<file path="src/hdl/tofc_queue.sv">
// small first-in first-out word queue
module tofc_queue #(
  parameter int DEPTH = 4,
  parameter int WIDTH = 8
) (
  input  logic                         clk_i,
  input  logic                         rst_ni,
  input  logic                         push_i,
  input  logic [WIDTH-1:0]             data_i,
  input  logic                         pop_i,
  output logic [WIDTH-1:0]             data_o,
  output logic [$clog2(DEPTH+1)-1:0]   count_o,
  output logic                         empty_o,
  output logic                         full_o
);
  localparam int PTR_W = (DEPTH > 1) ? $clog2(DEPTH) : 1;
  localparam int CNT_W = $clog2(DEPTH+1);

  logic [WIDTH-1:0] mem_q [DEPTH];
  logic [PTR_W-1:0] wr_q, wr_d, rd_q, rd_d;
  logic [CNT_W-1:0] cnt_q, cnt_d;

  assign empty_o = (cnt_q == '0);
  assign full_o  = (cnt_q == CNT_W'(DEPTH));
  assign count_o = cnt_q;
  assign data_o  = mem_q[rd_q];

  always_comb begin
    wr_d  = wr_q;
    rd_d  = rd_q;
    cnt_d = cnt_q;
    if (push_i) begin
      wr_d = (wr_q == PTR_W'(DEPTH-1)) ? '0 : wr_q + PTR_W'(1);
    end
    if (pop_i) begin
      rd_d = (rd_q == PTR_W'(DEPTH-1)) ? '0 : rd_q + PTR_W'(1);
    end
    if (push_i && !pop_i) begin
      cnt_d = cnt_q + CNT_W'(1);
    end else if (pop_i && !push_i) begin
      cnt_d = cnt_q - CNT_W'(1);
    end
  end

  always_ff @(posedge clk_i or negedge rst_ni) begin
    if (!rst_ni) begin
      wr_q  <= '0;
      rd_q  <= '0;
      cnt_q <= '0;
    end else begin
      wr_q  <= wr_d;
      rd_q  <= rd_d;
      cnt_q <= cnt_d;
    end
  end

  always_ff @(posedge clk_i) begin
    if (push_i) begin
      mem_q[wr_q] <= data_i;
    end
  end

endmodule

</file>
<file path="config.mk">
export PLATFORM = sky130hd
export DESIGN_NAME = tofc_queue
export DESIGN_NICKNAME = d
export VERILOG_FILES = /design/src/hdl/tofc_queue.sv
export SDC_FILE = /design/constraint.sdc
export NUM_CORES = 1
export LEC_CHECK = 0
export BUFFER_PORTS_ARGS = -buffer_cell sky130_fd_sc_hd__buf_2
export CAP_MARGIN = 30
export CORE_MARGIN = 8
export CORE_UTILIZATION = 58
export DETAILED_ROUTE_END_ITERATION = 8
export HOLD_SLACK_MARGIN = 0.05
export PLACE_DENSITY = 0.77
export SYNTH_ARGS = -nofsm -noshare
export SYNTH_HDL_FRONTEND = slang
export SYNTH_SLANG_ARGS = --single-unit
</file>
<file path="constraint.sdc">
create_clock -name clk_i -period 3.63 [get_ports clk_i]
set_input_delay 0.1815 -clock clk_i [delete_from_list [all_inputs] [get_ports clk_i]]
set_output_delay 0.1815 -clock clk_i [all_outputs]
set_load 0.02 [all_outputs]
</file>
==> key figures, run 1 <==
Run status
  • Outcome: complete, no violations

Floorplan
  • Core box area: 2660 sq um
  • Total die area: 4630 sq um
  • Initial Utilization: 0.590
  • Die span in x: 68.0 microns
  • Height of the die: 68.0 microns
  • Standard-cell rows: 19
  • Top Ports: 25

Synth
  • Synthesized Nets: 98
  • Flop and latch count out of synthesis: 39
  • Post-Synthesis Cell Area: 1570 sq um
  • Yosys cell types: 18
  • Register area share after synthesis: 0.724
  • Yosys Warn Count: 0
  • Avg Cell Area, Syn: 19.9 sq um
  • Mapped Cells: 79

Pwr
  • VDD IR-drop max: 0.000589 V
  • Leakage: 0.000716 uW
  • Power Dens Cells: 739 nW/um^2

Routing
  • DR pass1 iterations: 2
  • Via/cell ratio: 5.32
  • Post-route DRC: 0
  • DR iter-0 viols: 12
  • Routed vias: 788
  • Post-route ant nets: 0
  • WL final: 2.37 mm
  • Routed wire per std cell: 16.0 microns

Placed design
  • Port bufs: 24
  • Detailed Place HPWL: 1.63 mm
  • DP Area: 1710 sq um
  • Pre-CTS setup slack: 1.97 ns
  • Routability cong.: 0.692

Hold path
  • Hold Path Class: in -> reg

Setup path
  • Peak per-stage delay on the critical path: 0.73 ns
  • Crit start category: flop
  • Critical path's slowest cell: dfrtp_1
  • Crit Path Max Fanout: 11
  • Required @ worst endpoint: 3.45 ns
  • Crit path DAT: 1.82 ns
  • Critical path capture point type: output port
  • Buffers & Inverters on Critical Path: 1
  • Critical path cell sequence: mux4_2 -> buf_2
  • WS Path Type: reg -> out
  • Delay-heaviest family, CP: flip-flops

Finish
  • Area grow syn2layout: 18.6%
  • ANT cells: 0
  • Post-Layout Inst Area: 1860 sq um
  • Final core area utilization: 0.699
  • Layout cells sized above 1: 0.359
  • Final net count: 135

Global route
  • Initial antenna violation count: 0
  • Global route overflow: 0
  • Largest net degree at the start of global routing: 12
  • Tot GR Track Use: 0.117
  • First-pass GRT wire length: 3.75 mm
  • Vias in the first global route: 810

Timing
  • Slew Limit Fails: 0
  • Highest achievable clock rate: 0.499 GHz
  • RSZ-0062 raised after global routing: false
  • Final setup fails: 0
  • Skew final: 0.00674 ns
  • Final worst-path setup slack: 1.63 ns
  • Period utilisation layout: 0.552
  • Worst Tran Pin Value: 0.587 ns
  • Setup TNS: 0 ns
  • Tmin final: 2.00 ns
  • Hold Vio Cnt, Final: 0
  • Slew HR: 0.608

Flow run
  • Max-cap viol count: 0

Clock tree
  • CTS tree: built
  • Inserted Clock Buffers: 5
  • Clock Sinks: 39
  • Worst skew pair latency: 0.33 ns
  • Longest Clk Path Bufs: 2
  • Post-CTS Setup Bufs: 0
  • Max H-tree Level: 2
  • Clk pin slew, worst setup/hold paths: 0.11 ns
  • Root buffer cell: clkbuf_4
-- layer usage --
metal / GRT usage / vias to the layer above / part of all wire
li1: - / 375 / -
met1: 0.124 / 390 / 0.43
met2: 0.188 / 16 / 0.49
met3: 0.0426 / 7 / 0.054
met4: 0.0921 / 0 / 0.033
met5: 0 / - / 0
-- final cells by class --
cell class | count | area [sq um]
clock buffers | 8 | 68.8
fillers | 199 | 801
inverters | 5 | 18.8
multi-input cells | 33 | 399
flip-flops and latches | 39 | 1140
well taps | 31 | 38.8
repair buffers | 32 | 200
-- cells in the mapped netlist --
| library cell | count | area share |
|---|---|---|
| buf_2 | 1 | 0.0032 |
| dfrtp_1 | 7 | 0.11 |
| xor2_1 | 2 | 0.011 |
| fa_1 | 1 | 0.013 |
| o21ai_0 | 2 | 0.0064 |
| inv_1 | 5 | 0.012 |
| mux2_2 | 3 | 0.022 |
| buf_6 | 1 | 0.0072 |
| and2_1 | 4 | 0.016 |
| edfxtp_1 | 32 | 0.61 |
| nand2_1 | 1 | 0.0024 |
| ha_1 | 6 | 0.048 |
| xnor2_1 | 1 | 0.0056 |
| nor3_1 | 1 | 0.0032 |
| mux4_2 | 8 | 0.11 |
| nor2_1 | 2 | 0.0048 |
| nor3b_1 | 1 | 0.0048 |
| nand3_1 | 1 | 0.0032 |
-- worst paths after layout --
check | from | endpoint | slack [ns] | cells past startpoint
hold / removal | data_i[2] | mem_q[2][2]$_DFFE_PP_ | 0.07 | 1
max in group asynchronous | rst_ni | rd_q[1]$_DFFE_PN0P_ | 3.28 | 2
min in group asynchronous | rst_ni | rd_q[0]$_DFFE_PN0P_ | 0.19 | 2
hold reg to reg | count_o[2]$_DFFE_PN0P_ | count_o[2]$_DFFE_PN0P_ | 0.54 | 1
setup reg to reg | rd_q[0]$_DFFE_PN0P_ | rd_q[1]$_DFFE_PN0P_ | 2.21 | 2
setup / recovery | rd_q[0]$_DFFE_PN0P_ | data_o[6] | 1.63 | 2
-- through the flow --
stage                     total power [uW]  cells  hold slack, ns
final                                 1380    148          0.0717
after CTS                             1390    145          0.0503
after global placement                1140    132          0.0263
after floorplan                       1020     79          -0.114
after global routing                  1470    148          0.0555
after detailed placement              1150    132          0.0263
-- placed cells by master (no fill, tap or decap), types with 2 or more instances in the layout --
master,count
clkbuf_8,2
mux2_2,3
dfrtp_1,7
clkbuf_4,5
buf_2,24
mux4_2,8
dlygate4sd3_1,8
nor2_1,2
xor2_1,2
ha_1,6
inv_1,5
edfxtp_1,32
and2_1,4
o21ai_0,2
-- worst register-to-register path, cell delays in order, from the launching register on --
cell and delay [ns]:
dfrtp_1 0.73, ha_1 0.33, mux2_2 0.25
-- flip-flops by register name, indices dropped and copies added (netlist names) --
name / count
count_o: 3
mem_q: 32
rd_q: 2
wr_q: 2
-- logic make-up (layout without fill, tap and decap cells) --
kind of cell,after synthesis,after routing,synth area share
AO/OA/AOI/OAI,2,2,0.00637
XOR/XNOR,3,3,0.0167
adder cells (fa/ha/maj),7,7,0.0606
buffers and inverters,7,45,0.0223
flip-flops,39,39,0.724
multiplexers,11,11,0.136
AND/OR/NAND/NOR,10,10,0.0343
-- power by group --
part           switching [uW]  total [uW]  internal (uW)
Clock                     127         241            114
Sequential               94.5         682            588
Combinational             236         452            216
Total                     458        1380            917
-- what timing repair did --
item	4_1_cts	5_1_grt
hold buffers	5	3
resized for setup	0	0
hold endpoints to repair	19	12
Note: power is estimated with default switching activity, not from simulation.
==> run 2: changes to the inputs <==
- CORE_UTILIZATION: 58 -> 54
- PLACE_DENSITY: 0.77 -> 0.73
- clock period: 3.63 -> 2 ns (I/O delays scaled with it)
==> key figures, run 2 (synthesis gave the netlist of run 1 again) <==
Run status
  • Outcome: complete, no violations

Pwr
  • Power Dens Cells: 1320 nW/um^2 (+79%)
  • Total power draw: 2460 uW (+79%)
  • VDD IR-drop max: 0.000941 V (+60%)
  • Leakage: 0.000714 uW (-0.28%)

Global route
  • Tot GR Track Use: 0.117 (about the same)
  • Vias in the first global route: 906 (+12%)
  • Largest net degree at the start of global routing: 12 (unchanged)
  • Global route overflow: 0 (unchanged)
  • Initial antenna violation count: 0 (unchanged)
  • First-pass GRT wire length: 4.46 mm (+19%)

Setup path
  • Reg-to-reg critical path endpoint: mem_q[0][7]$_DFFE_PP_
  • R2R depth: 3 (+1)
  • Required @ worst endpoint: 1.90 ns (-1.55 ns)
  • Worst r2r src: wr_q[0]$_DFFE_PN0P_
  • Crit path DAT: 1.62 ns (-0.20 ns)
  • Critical path's slowest cell: dfrtp_2
  • WS Path Type: reg -> out
  • Crit Path Max Fanout: 11 (unchanged)
  • Peak per-stage delay on the critical path: 0.57 ns (-0.16 ns)
  • Crit start category: flop
  • Critical Path Start: rd_q[0]$_DFFE_PN0P_
  • Reg2Reg Setup Slack: 0.57 ns (-1.64 ns)
  • Critical path cell sequence: mux4_2 -> buf_2
  • Critical path capture point type: output port

Clock tree
  • Worst skew pair latency: 0.33 ns (about the same)
  • Clock Sinks: 39 (unchanged)
  • Inserted Clock Buffers: 5 (unchanged)
  • Root buffer cell: clkbuf_4
  • Max H-tree Level: 2 (unchanged)
  • Longest Clk Path Bufs: 2 (unchanged)
  • Clk pin slew, worst setup/hold paths: 0.10 ns (about the same)
  • Post-CTS Setup Bufs: 0 (unchanged)
  • CTS tree: built

Finish
  • Layout cells sized above 1: 0.353 (-0.00603)
  • Largest reg by FF count: mem_q
  • Area grow syn2layout: 18.7%
  • Most common cell after layout, fill and taps aside: edfxtp_1
  • Final net count: 137 (+1.5%)
  • Max reg flops: 32 (unchanged)
  • Fillers: 203 (+2.0%)
  • Non-filler cells, final: 150 (+1.4%)
  • Most frequent cells in the layout: edfxtp_1 (32), buf_2 (24), dlygate4sd3_1 (10)
  • ANT cells: 0 (unchanged)

Floorplan
  • Total die area: 4890 sq um (+5.6%)
  • Height of the die: 69.9 microns (+2.8%)
  • Initial Utilization: 0.569 (-0.0203)
  • Standard-cell rows: 19 (unchanged)
  • Die span in x: 69.9 microns (+2.8%)
  • Top Ports: 25 (unchanged)
  • Core box area: 2760 sq um (+3.6%)

Routing
  • DR pass1 iterations: 4 (+2)
  • DRT met1 WL: 1.16 mm (+15%)
  • Post-route ant nets: 0 (unchanged)
  • Highest routed metal layer: met4
  • WL final: 2.71 mm (+15%)
  • Via/cell ratio: 5.29 (-0.58%)
  • Routed vias: 794 (+0.76%)
  • Post-route DRC: 0 (unchanged)
  • WL met2: 1.37 mm (+19%)
  • Routed wire per std cell: 18.1 microns (+13%)
  • DR iter-0 viols: 33 (+21)
  • Met3 Wirelength: 131 microns (+1.6%)

Timing
  • Skew final: 0.0100 ns (+0.00331 ns)
  • Slew HR: 0.695 (+0.0865)
  • Hold Vio Cnt, Final: 0 (unchanged)
  • RSZ-0062 raised after global routing: false
  • Worst Tran Pin Value: 0.458 ns (-0.130 ns)
  • Slew Limit Fails: 0 (unchanged)
  • Period utilisation layout: 0.862
  • Setup TNS: 0 ns (unchanged)
  • Highest achievable clock rate: 0.580 GHz
  • Tmin final: 1.72 ns
  • Final setup fails: 0 (unchanged)

Hold path
  • Worst Hold End: rd_q[1]$_DFFE_PN0P_
  • Hold path depth: 2 (+1)
  • Hold path start: pop_i
  • Hold Path Class: in -> reg

Placed design
  • Detailed Place HPWL: 1.90 mm (+17%)
  • Port bufs: 24 (unchanged)
  • Routability cong.: 0.675 (-2.4%)
  • Cell count after placement: 132 (unchanged)

Flow run
  • Max-cap viol count: 0 (unchanged)
==> run 2: changes by cell type in the layout (fill, tap and decap cells not counted), sizes merged <==
cell and delta:
dlygate4sd3 +2, clkbuf -1, clkinv +1
==> run 2: cell type report <==
type	count	area, sq um	area share
Clock buffer	7	45.0	0.0242
Clock inverter	1	5.00	0.00268
Inverter	5	18.8	0.0101
Multi-Input combinational cell	33	399	0.214
Sequential cell	39	1140	0.610
Tap cell	31	38.8	0.0208
Timing Repair Buffer	34	220	0.118
==> run 2: critical path, delay by kind of cell, from the launching register on <==
family                 cells  cell delay (ns)
DFF                        1             0.57
muxes                      1             0.55
buffers and inverters      1             0.17
==> run 2: power breakdown <==
part           switching [uW]  internal [uW]  leakage, uW
Clock                     233            137    0.0000293
Combinational             448            397     0.000309
Sequential                177           1070     0.000376
Total                     858           1600     0.000714
==> run 2: per-layer routing <==
metal | vias to the layer above | global-route usage
met2 | 20 | 0.197
met1 | 388 | 0.123
met5 | - | 0
li1 | 380 | -
met3 | 6 | 0.0466
met4 | 0 | 0.0647
==> run 2: per-stage QoR <==
stage / util / worst slack (ns) / hold slack, ns / cell area (sq um)
4_1_cts: 0.676 / 0.0458 / 0.0554 / 1860
6_report: 0.676 / 0.277 / 0.0709 / 1860
3_3_place_gp: 0.621 / 0.418 / -0.0568 / 1710
5_1_grt: 0.676 / 0.179 / 0.0668 / 1860
3_5_place_dp: 0.621 / 0.429 / -0.0539 / 1710
2_1_floorplan: - / 0.600 / -0.196 / 1570
==> run 2: timing repair <==
| item | in CTS | in global routing |
|---|---|---|
| setup endpoints to repair | 0 | 8 |
| hold endpoints to repair | 41 | 0 |
| resized for setup | 0 | 1 |
| hold buffers | 10 | 0 |
==> run 2: worst max-delay path by stage <==
stage / cells past startpoint / endpoint / slack, ns
finish: 2 / data_o[4] / 0.28
global route: 2 / data_o[4] / 0.18
CTS: 2 / data_o[4] / 0.05
detailed placement: 2 / data_o[1] / 0.43
global placement: 2 / data_o[1] / 0.42
floorplan: 4 / count_o[2]$_DFFE_PN0P_ / 0.60
==> run 3: changes to the inputs <==
- ABC_AREA: unset -> 1
- CORE_UTILIZATION: 54 -> 55
==> key figures, run 3 <==
Run status
  • Outcome: complete, no violations

Synth
  • Top cell type's share of synthesized area: 0.563 (-0.0485)
  • Asr flop ratio synth: 0.179 (unchanged)
  • Register area share after synthesis: 0.666 (-0.0573)
  • Post-Synthesis Cell Area: 1710 sq um (+8.6%)
  • Synthesized Nets: 163 (+66%)
  • Yosys cell types: 18 (unchanged)
  • Post-synth top flop: edfxtp_1
  • Synth area leader: edfxtp_1
  • Yosys Warn Count: 0 (unchanged)
  • Number of flops mapped to enable cells by yosys: 32 (unchanged)
  • Avg Cell Area, Syn: 11.8 sq um (-40%)
  • Count leader, synth: nand2_1
  • Top post-synthesis cells by area: edfxtp_1 (56%), dfrtp_1 (10%), nand2_1 (8.6%), o211ai_1 (7.0%), inv_1 (5.9%)
  • Flop and latch count out of synthesis: 39 (unchanged)
  • Mapped Cells: 144 (+82%)
  • Most instantiated cells after synthesis: nand2_1 (39), edfxtp_1 (32), inv_1 (27)

Pwr
  • Comb pwr share: 0.379 (+0.036)
  • P_sw: 1030 uW (+20%)
  • Power Dens Cells: 1310 nW/um^2 (-0.93%)
  • Clk pwr share: 0.157 (+0.007)
  • Switching fraction of total power: 0.395 (+0.0460)
  • Sequential power share: 0.464 (-0.042)
  • VDD IR-drop max: 0.000956 V (+1.6%)
  • Leakage: 0.000911 uW (+27%)
  • Internal: 1580 uW (-1.6%)

Clock tree
  • CTS tree: built
  • Post-CTS Setup Bufs: 0 (unchanged)
  • Clock Sinks: 39 (unchanged)
  • Longest Clk Path Bufs: 2 (unchanged)
  • Worst skew pair latency: 0.34 ns (about the same)
  • Root buffer cell: clkbuf_4
  • Clk pin slew, worst setup/hold paths: 0.11 ns (about the same)
  • Max H-tree Level: 2 (unchanged)
  • Inserted Clock Buffers: 5 (unchanged)

Finish
  • Most frequent cells in the layout: nand2_1 (39), edfxtp_1 (32), inv_1 (27)
  • Area grow syn2layout: 16.9%
  • Largest reg by FF count: mem_q
  • ANT cells: 0 (unchanged)
  • Area of the multi-input gates: 417 sq um (+4.4%)
  • Layout cells sized above 1: 0.180 (-0.173)
  • Most common cell after layout, fill and taps aside: nand2_1
  • Final net count: 201 (+47%)
  • Fillers: 242 (+19%)
  • Post-Layout Inst Area: 1990 sq um (+6.9%)
  • Reg area: 1140 sq um (-0.11%)
  • Max reg flops: 32 (unchanged)

Floorplan
  • Die span in x: 71.7 microns (+2.5%)
  • Total die area: 5140 sq um (+5.1%)
  • Initial Utilization: 0.568 (-0.00150)
  • Height of the die: 71.7 microns (+2.5%)
  • Standard-cell rows: 20 (+1)
  • Top Ports: 25 (unchanged)
  • Core box area: 3000 sq um (+8.9%)

Setup path
  • Buffers & Inverters on Critical Path: 2 (+1)
  • Crit start category: flop
  • Critical path capture point type: output port
  • Required @ worst endpoint: 1.90 ns (about the same)
  • WS Path Type: reg -> out
  • Critical path's slowest cell: dfrtp_1
  • Critical path cell sequence: inv_2 -> nand2_1 -> o211ai_1 -> nand2_1 -> buf_2
  • Crit Path Max Fanout: 33 (+22)
  • Peak per-stage delay on the critical path: 0.42 ns (-0.15 ns)
  • Delay-heaviest family, CP: buffers and inverters
  • Crit path DAT: 1.65 ns (+0.03 ns)
  • Critical path's most frequent cell: nand2_1

Global route
  • Initial antenna violation count: 0 (unchanged)
  • First-pass GRT wire length: 5.14 mm (+15%)
  • Largest net degree at the start of global routing: 34 (+22)
  • Vias in the first global route: 1,130 (+25%)
  • Tot GR Track Use: 0.129 (+0.0120)
  • Global route overflow: 0 (unchanged)

Routing
  • DRT met1 WL: 1.32 mm (+14%)
  • Routed wire per std cell: 14.3 microns (-21%)
  • DR pass1 iterations: 2 (-2)
  • DR iter-0 viols: 38 (+15%)
  • Met3 Wirelength: 137 microns (+4.6%)
  • WL met2: 1.60 mm (+17%)
  • WL final: 3.09 mm (+14%)
  • Routed vias: 1,082 (+36%)
  • Post-route DRC: 0 (unchanged)
  • Post-route ant nets: 0 (unchanged)
  • Via/cell ratio: 5.01 (-5.4%)
  • Highest routed metal layer: met4

Timing
  • Final setup fails: 0 (unchanged)
  • Slew Limit Fails: 0 (unchanged)
  • Highest achievable clock rate: 0.572 GHz (-1.5%)
  • Period utilisation layout: 0.875 (+0.0129)
  • Hold Vio Cnt, Final: 0 (unchanged)
  • Slew HR: 0.664 (-0.0309)
  • RSZ-0062 raised after global routing: false
  • Setup TNS: 0 ns (unchanged)
  • Skew final: 0.00829 ns (-0.00175 ns)
  • Worst Tran Pin Value: 0.503 ns (+0.0456 ns)
  • Tmin final: 1.75 ns (+0.0257 ns)

Placed design
  • DP Area: 1820 sq um (+6.4%)
  • Port bufs: 24 (unchanged)
  • Detailed Place HPWL: 2.10 mm (+10%)
  • Routability cong.: 0.693 (+2.7%)

Flow run
  • Max-cap viol count: 0 (unchanged)

Hold path
  • Hold Path Class: in -> async
run 3: changes by cell type after synthesis, sizes merged, moves of 2 or more:
| cell | delta |
|---|---|
| o211ai | +16 |
| mux2 | -3 |
| o21ai | +2 |
| nor2 | -2 |
| xor2 | -2 |
| inv | +24 |
| nand2 | +38 |
| mux4 | -8 |
| and2 | -4 |
run 3: worst paths after layout:
kind / slack (ns) / startpoint / cells after the start / endpoint
max: 0.25 / rd_q[0]$_DFFE_PN0P_ / 5 / data_o[3]
min: 0.12 / rst_ni / 2 / count_o[2]$_DFFE_PN0P_
max reg2reg: 0.66 / wr_q[0]$_DFFE_PN0P_ / 4 / mem_q[0][1]$_DFFE_PP_
min reg2reg: 0.53 / count_o[2]$_DFFE_PN0P_ / 2 / count_o[2]$_DFFE_PN0P_
max in group asynchronous: 1.72 / rst_ni / 2 / rd_q[1]$_DFFE_PN0P_
min in group clk_i: 0.51 / data_i[1] / 2 / mem_q[1][1]$_DFFE_PP_
run 3: final cells by class:
class / instances / area share
clock buffer: 7 / 0.0276
clock inverter: 1 / 0.00251
inverter: 29 / 0.0546
multi-input combinational: 72 / 0.209
sequential: 39 / 0.570
tap: 33 / 0.0207
timing repair buffer: 35 / 0.116
run 3: what timing repair did:
item                                    in CTS  in global routing
hold buffers                                11                  0
hold endpoints to repair                    42                  0
resized for setup                            0                  0
endpoints found under the setup margin       0                  0
run 3: worst reg2reg max path: cells and delay by family (launching register included):
family / cells / cell delay [ns]
buffers and inverters: 2 / 0.39
adders and majority gates: 1 / 0.15
DFF: 1 / 0.44
and+or+nand+nor: 1 / 0.05
run 3: per-stage QoR:
| step | setup WS, ns | utilization | hold slack (ns) | power (uW) | instances |
|---|---|---|---|---|---|
| 6_report | 0.251 | 0.664 | 0.124 | 2610 | 216 |
| 3_3_place_gp | 0.687 | 0.607 | -0.0619 | 2170 | 197 |
| 3_5_place_dp | 0.622 | 0.607 | -0.0576 | 2220 | 197 |
| 4_1_cts | 0.221 | 0.664 | 0.0962 | 2650 | 216 |
| 5_1_grt | 0.110 | 0.664 | 0.125 | 2800 | 216 |
| 2_1_floorplan | 0.691 | - | -0.196 | 1940 | 144 |
run 3: per-layer routing:
layer  vias up  global-route usage
li1        554                   -
met1       511               0.137
met2        14               0.233
met3         3              0.0502
met4         0              0.0340
met5         -                   0
run 3: power groups by stage:
stage	clock, uW	combinational, uW	sequential, uW
after floorplan	0	728	1220
after global placement	0	948	1220
after detailed placement	0	989	1230
after CTS	421	1010	1210
after global routing	449	1110	1240
final	410	987	1210
run 3: cell families (layout without fill, tap and decap cells):
| kind of cell | count (synthesis) | in the layout | share of synthesized area |
|---|---|---|---|
| flip-flops | 39 | 39 | 0.666 |
| adder cells (fa/ha/maj) | 7 | 7 | 0.0558 |
| buffers and inverters | 33 | 72 | 0.0895 |
| AND/OR/NAND/NOR | 43 | 43 | 0.0983 |
| XOR/XNOR | 1 | 1 | 0.00514 |
| AO/OA/AOI/OAI | 21 | 21 | 0.0851 |
